### src/hw/rtl/srr_pkg.sv
// Shared types, widths and codes for the spectral relative RMSE core.
`timescale 1ns / 1ps

package srr_pkg;

    localparam int W_SAMPLE   = 16;
    localparam int W_BANDCFG  = 9;
    localparam int W_PIXCFG   = 21;
    localparam int W_BANDIDX  = 8;
    localparam int W_PIXIDX   = 20;
    localparam int W_SQSUM    = 41;
    localparam int W_REFSUM   = 24;
    localparam int W_TOTAL    = 52;
    localparam int W_OPND     = 52;
    localparam int W_REM      = 25;
    localparam int W_ROOT     = 21;
    localparam int W_NUM      = 46;
    localparam int W_STEP     = 6;
    localparam int W_RATIO    = 32;
    localparam int W_CFG_IDX  = 8;
    localparam int W_CFG_DATA = 21;

    localparam int MAX_BANDS  = 256;
    localparam int MAX_PIXELS = 1048576;
    localparam int SQRT_STEPS = 21;
    localparam int DIV_STEPS  = 52;

    localparam logic [W_CFG_IDX-1:0] CFG_BAND_COUNT  = 8'd0;
    localparam logic [W_CFG_IDX-1:0] CFG_PIXEL_COUNT = 8'd1;

    localparam logic [W_RATIO-1:0] RATIO_MAX = 32'hFFFF_FFFF;

    typedef enum logic [0:0] {
        OP_DIV  = 1'b0,
        OP_SQRT = 1'b1
    } unit_op_t;

    typedef struct packed {
        logic     start;
        unit_op_t op;
    } unit_req_t;

    typedef struct packed {
        logic busy;
        logic done;
    } unit_rsp_t;

endpackage

### src/hw/rtl/srr_iter_unit.sv
// Shared shift-and-subtract unit: restoring divide or digit-by-digit square root.
`timescale 1ns / 1ps

module srr_iter_unit
    import srr_pkg::*;
(
    input  logic                clk,
    input  logic                rst_n,
    input  unit_req_t           req,
    input  logic [W_OPND-1:0]   operand,
    input  logic [W_REFSUM-1:0] divisor,
    output unit_rsp_t           rsp,
    output logic [W_OPND-1:0]   result
);

    logic [W_OPND-1:0]   acc_reg;
    logic [W_REM-1:0]    rem_reg;
    logic [W_OPND-1:0]   res_reg;
    logic [W_REFSUM-1:0] dvs_reg;
    logic [W_STEP-1:0]   step_reg;
    unit_op_t            op_reg;
    logic                busy_reg;
    logic                done_reg;

    logic [W_REM-1:0]    shifted;
    logic [W_REM-1:0]    trial;
    logic [W_REM:0]      diff;
    logic                fits;

    // The radicand takes two bits a step, the dividend one.
    always_comb
    begin
        case (op_reg)
            OP_SQRT:
            begin
                shifted = {rem_reg[W_REM-3:0], acc_reg[W_OPND-1 -: 2]};
                trial   = {res_reg[W_REM-3:0], 2'b01};
            end
            OP_DIV:
            begin
                shifted = {rem_reg[W_REM-2:0], acc_reg[W_OPND-1]};
                trial   = {1'b0, dvs_reg};
            end
            default:
            begin
                shifted = '0;
                trial   = '0;
            end
        endcase
        diff = {1'b0, shifted} - {1'b0, trial};
        fits = ~diff[W_REM];
    end

    always_ff @(posedge clk or negedge rst_n)
    begin
        if (!rst_n)
        begin
            acc_reg  <= '0;
            rem_reg  <= '0;
            res_reg  <= '0;
            dvs_reg  <= '0;
            step_reg <= '0;
            op_reg   <= OP_DIV;
            busy_reg <= 1'b0;
            done_reg <= 1'b0;
        end
        else
        begin
            done_reg <= 1'b0;
            if (req.start)
            begin
                op_reg   <= req.op;
                dvs_reg  <= divisor;
                rem_reg  <= '0;
                res_reg  <= '0;
                busy_reg <= 1'b1;
                if (req.op == OP_SQRT)
                begin
                    // Left-align the radicand so that its top pair leads.
                    acc_reg  <= operand << (W_OPND - 2 * SQRT_STEPS);
                    step_reg <= W_STEP'(SQRT_STEPS);
                end
                else
                begin
                    acc_reg  <= operand;
                    step_reg <= W_STEP'(DIV_STEPS);
                end
            end
            else if (busy_reg)
            begin
                rem_reg  <= fits ? diff[W_REM-1:0] : shifted;
                res_reg  <= {res_reg[W_OPND-2:0], fits};
                acc_reg  <= (op_reg == OP_SQRT) ? (acc_reg << 2) : (acc_reg << 1);
                step_reg <= step_reg - W_STEP'(1);
                if (step_reg == W_STEP'(1))
                begin
                    busy_reg <= 1'b0;
                    done_reg <= 1'b1;
                end
            end
        end
    end

    assign rsp.busy = busy_reg;
    assign rsp.done = done_reg;
    assign result   = res_reg;

endmodule

### src/hw/rtl/spectral_relative_rmse_core.sv
// Top level of the spectral relative RMSE core: accumulation, sequencing and ports.
`timescale 1ns / 1ps
// A band word that does not close its pixel is accumulated and the core stays ready for the next word.
// Closing a pixel with a positive reference sum passes through the shared unit and the scaling:
// a 21-step square root, the band scaling, then a 52-step divide. A non-positive sum skips all three.
// The last pixel of an image adds the mean divide and a load of the output register.
// The output register holds a result while the next image streams in.
// Asynchronous active-low reset clears all sums and counters and sets both counts to one.

module spectral_relative_rmse_core
    import srr_pkg::*;
(
    input  logic                  clk,
    input  logic                  rst_n,
    input  logic                  s_axis_tvalid,
    output logic                  s_axis_tready,
    input  logic [31:0]           s_axis_tdata,   // ref_sample[15:0], cmp_sample[31:16]
    output logic                  m_axis_tvalid,
    input  logic                  m_axis_tready,
    output logic [31:0]           m_axis_tdata,   // mean_error[31:0]
    output logic [0:0]            m_axis_tuser,   // clipped[0]
    input  logic                  cfg_valid,
    output logic                  cfg_ready,
    input  logic [W_CFG_IDX-1:0]  cfg_index,
    input  logic [W_CFG_DATA-1:0] cfg_data
);

    typedef enum logic [4:0] {
        ST_IDLE  = 5'b00001,
        ST_ROOT  = 5'b00010,
        ST_RATIO = 5'b00100,
        ST_MEAN  = 5'b01000,
        ST_OUT   = 5'b10000
    } state_t;

    state_t                  state_reg;
    logic [W_BANDCFG-1:0]    band_count_reg;
    logic [W_PIXCFG-1:0]     pixel_count_reg;
    logic [W_BANDIDX-1:0]    band_index_reg;
    logic [W_PIXIDX-1:0]     pixel_index_reg;
    logic [W_SQSUM-1:0]      square_sum_reg;
    logic signed [W_REFSUM-1:0] reference_sum_reg;
    logic [W_TOTAL-1:0]      error_total_reg;
    logic                    clip_seen_reg;
    logic                    last_reg;
    logic [W_BANDCFG-1:0]    bands_reg;
    logic [W_PIXCFG-1:0]     pixels_reg;
    logic [W_NUM-1:0]        num_reg;
    logic                    start_reg;
    logic                    out_valid_reg;
    logic [W_RATIO-1:0]      out_data_reg;
    logic                    out_clip_reg;

    logic [W_BANDCFG-1:0]    bands;
    logic [W_PIXCFG-1:0]     pixels;
    logic signed [W_SAMPLE:0] diff;
    logic [W_SAMPLE:0]       abs_diff;
    logic [2*W_SAMPLE-1:0]   sq;
    logic [W_SQSUM-1:0]      sq_next;
    logic signed [W_REFSUM-1:0] ref_next;
    logic                    ref_pos;
    logic                    pixel_end;
    logic                    image_end;
    logic                    accept;

    unit_req_t               unit_req;
    unit_rsp_t               unit_rsp;
    logic [W_OPND-1:0]       unit_operand;
    logic [W_REFSUM-1:0]     unit_divisor;
    logic [W_OPND-1:0]       unit_result;
    logic [W_ROOT+W_BANDCFG-1:0] scaled;
    logic                    ratio_sat;
    logic [W_RATIO-1:0]      ratio;
    logic                    mean_sat;

    // A count of zero means one; counts above the maximum clamp to it.
    always_comb
    begin
        if (band_count_reg == '0)
            bands = W_BANDCFG'(1);
        else if (band_count_reg > W_BANDCFG'(MAX_BANDS))
            bands = W_BANDCFG'(MAX_BANDS);
        else
            bands = band_count_reg;

        if (pixel_count_reg == '0)
            pixels = W_PIXCFG'(1);
        else if (pixel_count_reg > W_PIXCFG'(MAX_PIXELS))
            pixels = W_PIXCFG'(MAX_PIXELS);
        else
            pixels = pixel_count_reg;
    end

    always_comb
    begin
        diff     = $signed({s_axis_tdata[W_SAMPLE-1], s_axis_tdata[W_SAMPLE-1:0]})
                 - $signed({s_axis_tdata[2*W_SAMPLE-1], s_axis_tdata[2*W_SAMPLE-1:W_SAMPLE]});
        abs_diff = diff[W_SAMPLE] ? (~diff + (W_SAMPLE+1)'(1)) : diff;
        sq       = {{W_SAMPLE{1'b0}}, abs_diff[W_SAMPLE-1:0]}
                 * {{W_SAMPLE{1'b0}}, abs_diff[W_SAMPLE-1:0]};
        sq_next  = square_sum_reg + {{(W_SQSUM-2*W_SAMPLE){1'b0}}, sq};
        ref_next = reference_sum_reg
                 + {{(W_REFSUM-W_SAMPLE){s_axis_tdata[W_SAMPLE-1]}},
                    s_axis_tdata[W_SAMPLE-1:0]};
        ref_pos  = ~ref_next[W_REFSUM-1] && (ref_next != '0);
        pixel_end = !(({1'b0, band_index_reg} + W_BANDCFG'(1)) < bands);
        image_end = !(({1'b0, pixel_index_reg} + W_PIXCFG'(1)) < pixels);
    end

    assign s_axis_tready = (state_reg == ST_IDLE);
    assign accept        = s_axis_tvalid && s_axis_tready;
    assign cfg_ready     = 1'b1;

    always_comb
    begin
        unit_req.start = start_reg;
        case (state_reg)
            ST_ROOT:
            begin
                unit_req.op  = OP_SQRT;
                unit_operand = {{(W_OPND-W_SQSUM){1'b0}}, square_sum_reg};
                unit_divisor = '0;
            end
            ST_RATIO:
            begin
                unit_req.op  = OP_DIV;
                unit_operand = {{(W_OPND-W_NUM){1'b0}}, num_reg};
                unit_divisor = reference_sum_reg;
            end
            ST_MEAN:
            begin
                unit_req.op  = OP_DIV;
                unit_operand = error_total_reg;
                unit_divisor = {{(W_REFSUM-W_PIXCFG){1'b0}}, pixels_reg};
            end
            default:
            begin
                unit_req.op  = OP_DIV;
                unit_operand = '0;
                unit_divisor = '0;
            end
        endcase
    end

    srr_iter_unit u_unit
    (
        .clk     (clk),
        .rst_n   (rst_n),
        .req     (unit_req),
        .operand (unit_operand),
        .divisor (unit_divisor),
        .rsp     (unit_rsp),
        .result  (unit_result)
    );

    always_comb
    begin
        scaled    = {{W_BANDCFG{1'b0}}, unit_result[W_ROOT-1:0]}
                  * {{W_ROOT{1'b0}}, bands_reg};
        ratio_sat = |unit_result[W_OPND-1:W_RATIO];
        ratio     = ratio_sat ? RATIO_MAX : unit_result[W_RATIO-1:0];
        mean_sat  = |unit_result[W_OPND-1:W_RATIO];
    end

    always_ff @(posedge clk or negedge rst_n)
    begin
        if (!rst_n)
        begin
            state_reg         <= ST_IDLE;
            band_count_reg    <= W_BANDCFG'(1);
            pixel_count_reg   <= W_PIXCFG'(1);
            band_index_reg    <= '0;
            pixel_index_reg   <= '0;
            square_sum_reg    <= '0;
            reference_sum_reg <= '0;
            error_total_reg   <= '0;
            clip_seen_reg     <= 1'b0;
            last_reg          <= 1'b0;
            bands_reg         <= W_BANDCFG'(1);
            pixels_reg        <= W_PIXCFG'(1);
            num_reg           <= '0;
            start_reg         <= 1'b0;
            out_valid_reg     <= 1'b0;
        end
        else
        begin
            start_reg <= 1'b0;

            if (cfg_valid && cfg_ready)
            begin
                if (cfg_index == CFG_BAND_COUNT)
                    band_count_reg <= cfg_data[W_BANDCFG-1:0];
                else if (cfg_index == CFG_PIXEL_COUNT)
                    pixel_count_reg <= cfg_data;
            end

            if (out_valid_reg && m_axis_tready)
                out_valid_reg <= 1'b0;

            case (state_reg)
                ST_IDLE:
                begin
                    if (accept)
                    begin
                        if (!pixel_end)
                        begin
                            band_index_reg    <= band_index_reg + W_BANDIDX'(1);
                            square_sum_reg    <= sq_next;
                            reference_sum_reg <= ref_next;
                        end
                        else
                        begin
                            band_index_reg  <= '0;
                            last_reg        <= image_end;
                            bands_reg       <= bands;
                            pixels_reg      <= pixels;
                            pixel_index_reg <= image_end ? '0
                                             : pixel_index_reg + W_PIXIDX'(1);
                            if (ref_pos)
                            begin
                                square_sum_reg    <= sq_next;
                                reference_sum_reg <= ref_next;
                                state_reg         <= ST_ROOT;
                                start_reg         <= 1'b1;
                            end
                            else
                            begin
                                square_sum_reg    <= '0;
                                reference_sum_reg <= '0;
                                if (image_end)
                                begin
                                    state_reg <= ST_MEAN;
                                    start_reg <= 1'b1;
                                end
                            end
                        end
                    end
                end
                ST_ROOT:
                begin
                    if (unit_rsp.done)
                    begin
                        num_reg   <= {scaled, 16'b0};
                        state_reg <= ST_RATIO;
                        start_reg <= 1'b1;
                    end
                end
                ST_RATIO:
                begin
                    if (unit_rsp.done)
                    begin
                        error_total_reg   <= error_total_reg
                                           + {{(W_TOTAL-W_RATIO){1'b0}}, ratio};
                        clip_seen_reg     <= clip_seen_reg | ratio_sat;
                        square_sum_reg    <= '0;
                        reference_sum_reg <= '0;
                        if (last_reg)
                        begin
                            state_reg <= ST_MEAN;
                            start_reg <= 1'b1;
                        end
                        else
                        begin
                            state_reg <= ST_IDLE;
                        end
                    end
                end
                ST_MEAN:
                begin
                    if (unit_rsp.done)
                        state_reg <= ST_OUT;
                end
                ST_OUT:
                begin
                    // The quotient stays in the unit until the output word is free.
                    if (!out_valid_reg || m_axis_tready)
                    begin
                        out_valid_reg   <= 1'b1;
                        error_total_reg <= '0;
                        clip_seen_reg   <= 1'b0;
                        state_reg       <= ST_IDLE;
                    end
                end
                default:
                begin
                    state_reg <= ST_IDLE;
                end
            endcase
        end
    end

    always_ff @(posedge clk)
    begin
        if ((state_reg == ST_OUT) && (!out_valid_reg || m_axis_tready))
        begin
            out_data_reg <= mean_sat ? RATIO_MAX : unit_result[W_RATIO-1:0];
            out_clip_reg <= clip_seen_reg;
        end
    end

    assign m_axis_tvalid   = out_valid_reg;
    assign m_axis_tdata    = out_data_reg;
    assign m_axis_tuser[0] = out_clip_reg;

    a_idle_unit_quiet: assert property (@(posedge clk) disable iff (!rst_n)
        s_axis_tready |-> !unit_rsp.busy)
        else $error("shared unit busy while the core accepts samples");

    a_done_in_wait: assert property (@(posedge clk) disable iff (!rst_n)
        unit_rsp.done |-> (state_reg == ST_ROOT || state_reg == ST_RATIO
                           || state_reg == ST_MEAN))
        else $error("shared unit finished outside a wait state");

    a_no_restart: assert property (@(posedge clk) disable iff (!rst_n)
        unit_req.start |-> !unit_rsp.busy)
        else $error("shared unit restarted while running");

endmodule
### config.mk
export PLATFORM = sky130hd
export DESIGN_NAME = spectral_relative_rmse_core
export DESIGN_NICKNAME = d
export VERILOG_FILES = /design/src/hw/rtl/srr_pkg.sv /design/src/hw/rtl/srr_iter_unit.sv /design/src/hw/rtl/spectral_relative_rmse_core.sv
export SDC_FILE = /design/constraint.sdc
export NUM_CORES = 2
export LEC_CHECK = 0
export ABC_CLOCK_PERIOD_IN_PS = 14200
export BUFFER_PORTS_ARGS = -buffer_cell sky130_fd_sc_hd__buf_4
export CORE_UTILIZATION = 70
export DETAILED_ROUTE_END_ITERATION = 12
export PLACE_DENSITY = 0.94
export SYNTH_ARGS = -nofsm -noshare
export SYNTH_HDL_FRONTEND = slang
export SYNTH_SLANG_ARGS = --single-unit
### constraint.sdc
create_clock -name clk -period 14.2 [get_ports clk]
set_input_delay 4.26 -clock clk [delete_from_list [all_inputs] [get_ports clk]]
set_output_delay 4.26 -clock clk [all_outputs]
set_load 0.01 [all_outputs]
==> run summary <==
Time the worst path needs with I/O delays and setup = 13310 ps
Detail Route Antenna Nets = 0
Cell family with the largest share of critical-path delay = adder cells
Cts bufs inserted = 44
Number of failing setup endpoints in the final timing report = 0
WS Path Type = in2reg
Outcome = finished clean
Classification of the worst-slack hold path = reg2reg
Detailed-route vias per instance = 6.73
Insertion delay of the later-clocked pin in the worst-skew pair = 590 ps
Combined global-route utilization of all metal layers = 41.0%
Layout Skew = 27.7 ps
Number of top-level pins = 102
Wirelength, routed = 117 mm
Synth Area per Inst = 9.04 µm²
Filler cell count = 3720
Bufs on Longest Clock Path = 3
Area occupied by multi-input gates = 26200 µm²
Routability congestion estimate from global placement = 1.01
Clock Pin Slew Worst Setup and Hold Paths = 70 ps
H-Tree Level Count = 2
GR Overflow Total = 0
Vias in the first global route = 35.6k
Highest-count cells in the layout ignoring fill and taps = nand2_1 (521), inv_1 (497), dfrtp_1 (397), nor2_1 (375), fa_1 (331)
Violation count after the first detailed-routing iteration = 4631
Core Area = 56400 µm²
Syn_nets = 5102
Residual DRC = 0
Dominant cell type by count on the critical path = fa_1
Number of gates resized after CTS = 0
Total of hold buffers inserted after clock tree synthesis = 0
Setup total negative slack = 0 ps
Async set-or-reset flop fraction in the synthesized netlist = 92.5%
Ratio of final minimum period to clock period = 93.7%
Area added between synthesis and finish = 7.32%
Worst path slowest cell = xnor2_1
Number of flops mapped to enable cells by yosys = 33
CTS Sinks = 438
Die outline area = 58000 µm²
# nets final = 5095
Total number of vias = 35.0k
Initial Util = 70.8%
DP HPWL = 82.7 mm
Arrival time of data at the critical path endpoint = 13810 ps
Syn Std Cell Area = 39900 µm²
Slew at the pin closest to its max-slew limit = 1230 ps
Post-synth top flop = dfrtp_1
Worst setup EP type = flip-flop
Antenna violations before repair = 7
Buffers inserted during post-CTS setup optimization = 0
Number of flip-flops and latches in the synthesized netlist = 438
Count of standard-cell rows = 87
Sequential cell area fraction in the yosys report = 27.9%
Total of max-cap violations = 0
Share of final-layout standard cells stronger than drive strength 1 = 7.51%
Critical path required time = 14700 ps
Cells after synthesis = 4420
Die Height = 241 µm
Pins over their slew limit = 0
Most common library cell in the layout ignoring fill and taps = nand2_1
Max Clock Freq = 0.0751 GHz
Highest cell delay on the worst timing path = 660 ps
Setup repair after global routing missed its margin = false
TritonCTS clock tree = yes
Largest fanout on the critical path = 8
Wire length of the first global-routing pass = 186 mm
Die outline width = 241 µm
Relative max-transition margin = 16.0%
Cell at the root of the clock tree = clkbuf_16
Unique masters post-synth = 92
Number of buffers and inverters on the critical path = 6
Number of detailed-route iterations in the first pass = 10
Quantity of I/O buffers inserted on ports = 100
Number of hold violations in the final report = 0
Warning count from the yosys run = 0
WL per Instance = 22.5 µm
Startpoint kind of the worst setup timing path = primary input
Storage element area = 11100 µm²
Maximum number of pins on one net before global-route repair = 175
-- stage by stage --
step                      instances  util (%)  cell area, µm²  hold WS (ps)  setup slack (ps)
after floorplan                4420         -           39900           426              1440
after global placement         5123      73.3           41300           439               667
after detailed placement       5123      73.3           41300           454               465
after CTS                      5204      76.0           42900           463              1010
after global routing           5204      76.0           42900           468               230
final                          5208      76.0           42900           464               893
-- metal layers --
metal  global-route usage [%]  wire length [µm]
met4                     24.4              8210
met1                     50.9             41300
met5                        0                43
met3                     10.4             14200
met2                     64.9             53100
-- cells by family (layout without fill, tap and decap cells) --
| kind of cell | count (synthesis) | after routing | synth area share, % |
|---|---|---|---|
| simple gates | 1350 | 1350 | 15.4 |
| compound gates | 949 | 949 | 15.9 |
| fa+ha+maj | 616 | 616 | 25.5 |
| other cells | 1 | 5 | 0.00939 |
| flops | 438 | 438 | 27.9 |
| xor+xnor | 163 | 163 | 3.61 |
| buf+inv | 712 | 740 | 6.75 |
| mux | 191 | 191 | 4.97 |
-- synth_stat cells (28+ instances only) --
cell	number	area (µm²)
a21oi_1	230	1150
and3_1	31	194
xnor2_1	96	841
mux2i_1	132	1320
a22o_1	50	438
nor3_1	42	210
buf_1	28	105
a221oi_1	39	342
ha_1	285	3570
and2_1	89	557
clkbuf_1	163	612
inv_1	497	1870
a21o_1	72	541
dfrtp_1	400	10000
o31ai_1	28	210
xor2_1	65	569
or3_1	59	369
fa_1	331	6630
nand3_1	72	360
nor2b_1	31	194
edfxtp_1	33	991
nand2_1	522	1960
mux2_2	59	664
o21ai_0	219	1100
nor2_1	377	1420
-- worst paths after layout --
check | from | end | slack (ps) | cells after the start
worst min register to register | clip_seen_reg$_DFFE_PN0P_ | m_axis_tuser$_DFFE_PP_ | 460 | 0
worst min-delay path | clip_seen_reg$_DFFE_PN0P_ | m_axis_tuser$_DFFE_PP_ | 460 | 0
worst max-delay path | s_axis_tdata[0] | square_sum_reg[40]$_DFFE_PN0P_ | 890 | 34
min in group asynchronous | rst_n | u_unit.acc_reg[9]$_DFFE_PN0P_ | 3700 | 1
max in group asynchronous | rst_n | start_reg$_DFF_PN0_ | 8130 | 3
worst max register to register | u_unit.result[45]$_DFFE_PN0P_ | error_total_reg[42]$_DFFE_PN0P_ | 7890 | 14
-- area by class of cell --
| class | count | area share (%) |
|---|---|---|
| timing repair buffer | 152 | 2.71 |
| inverter | 507 | 4.44 |
| sequential | 438 | 26.0 |
| antenna | 4 | 0.0233 |
| multi-input combinational | 3270 | 61.1 |
| tap | 756 | 2.21 |
| clock inverter | 16 | 0.464 |
| clock buffer | 65 | 3.11 |
Power is not shown: default switching activity piles up to over one toggle a cycle in this logic, so the estimate is an artifact.
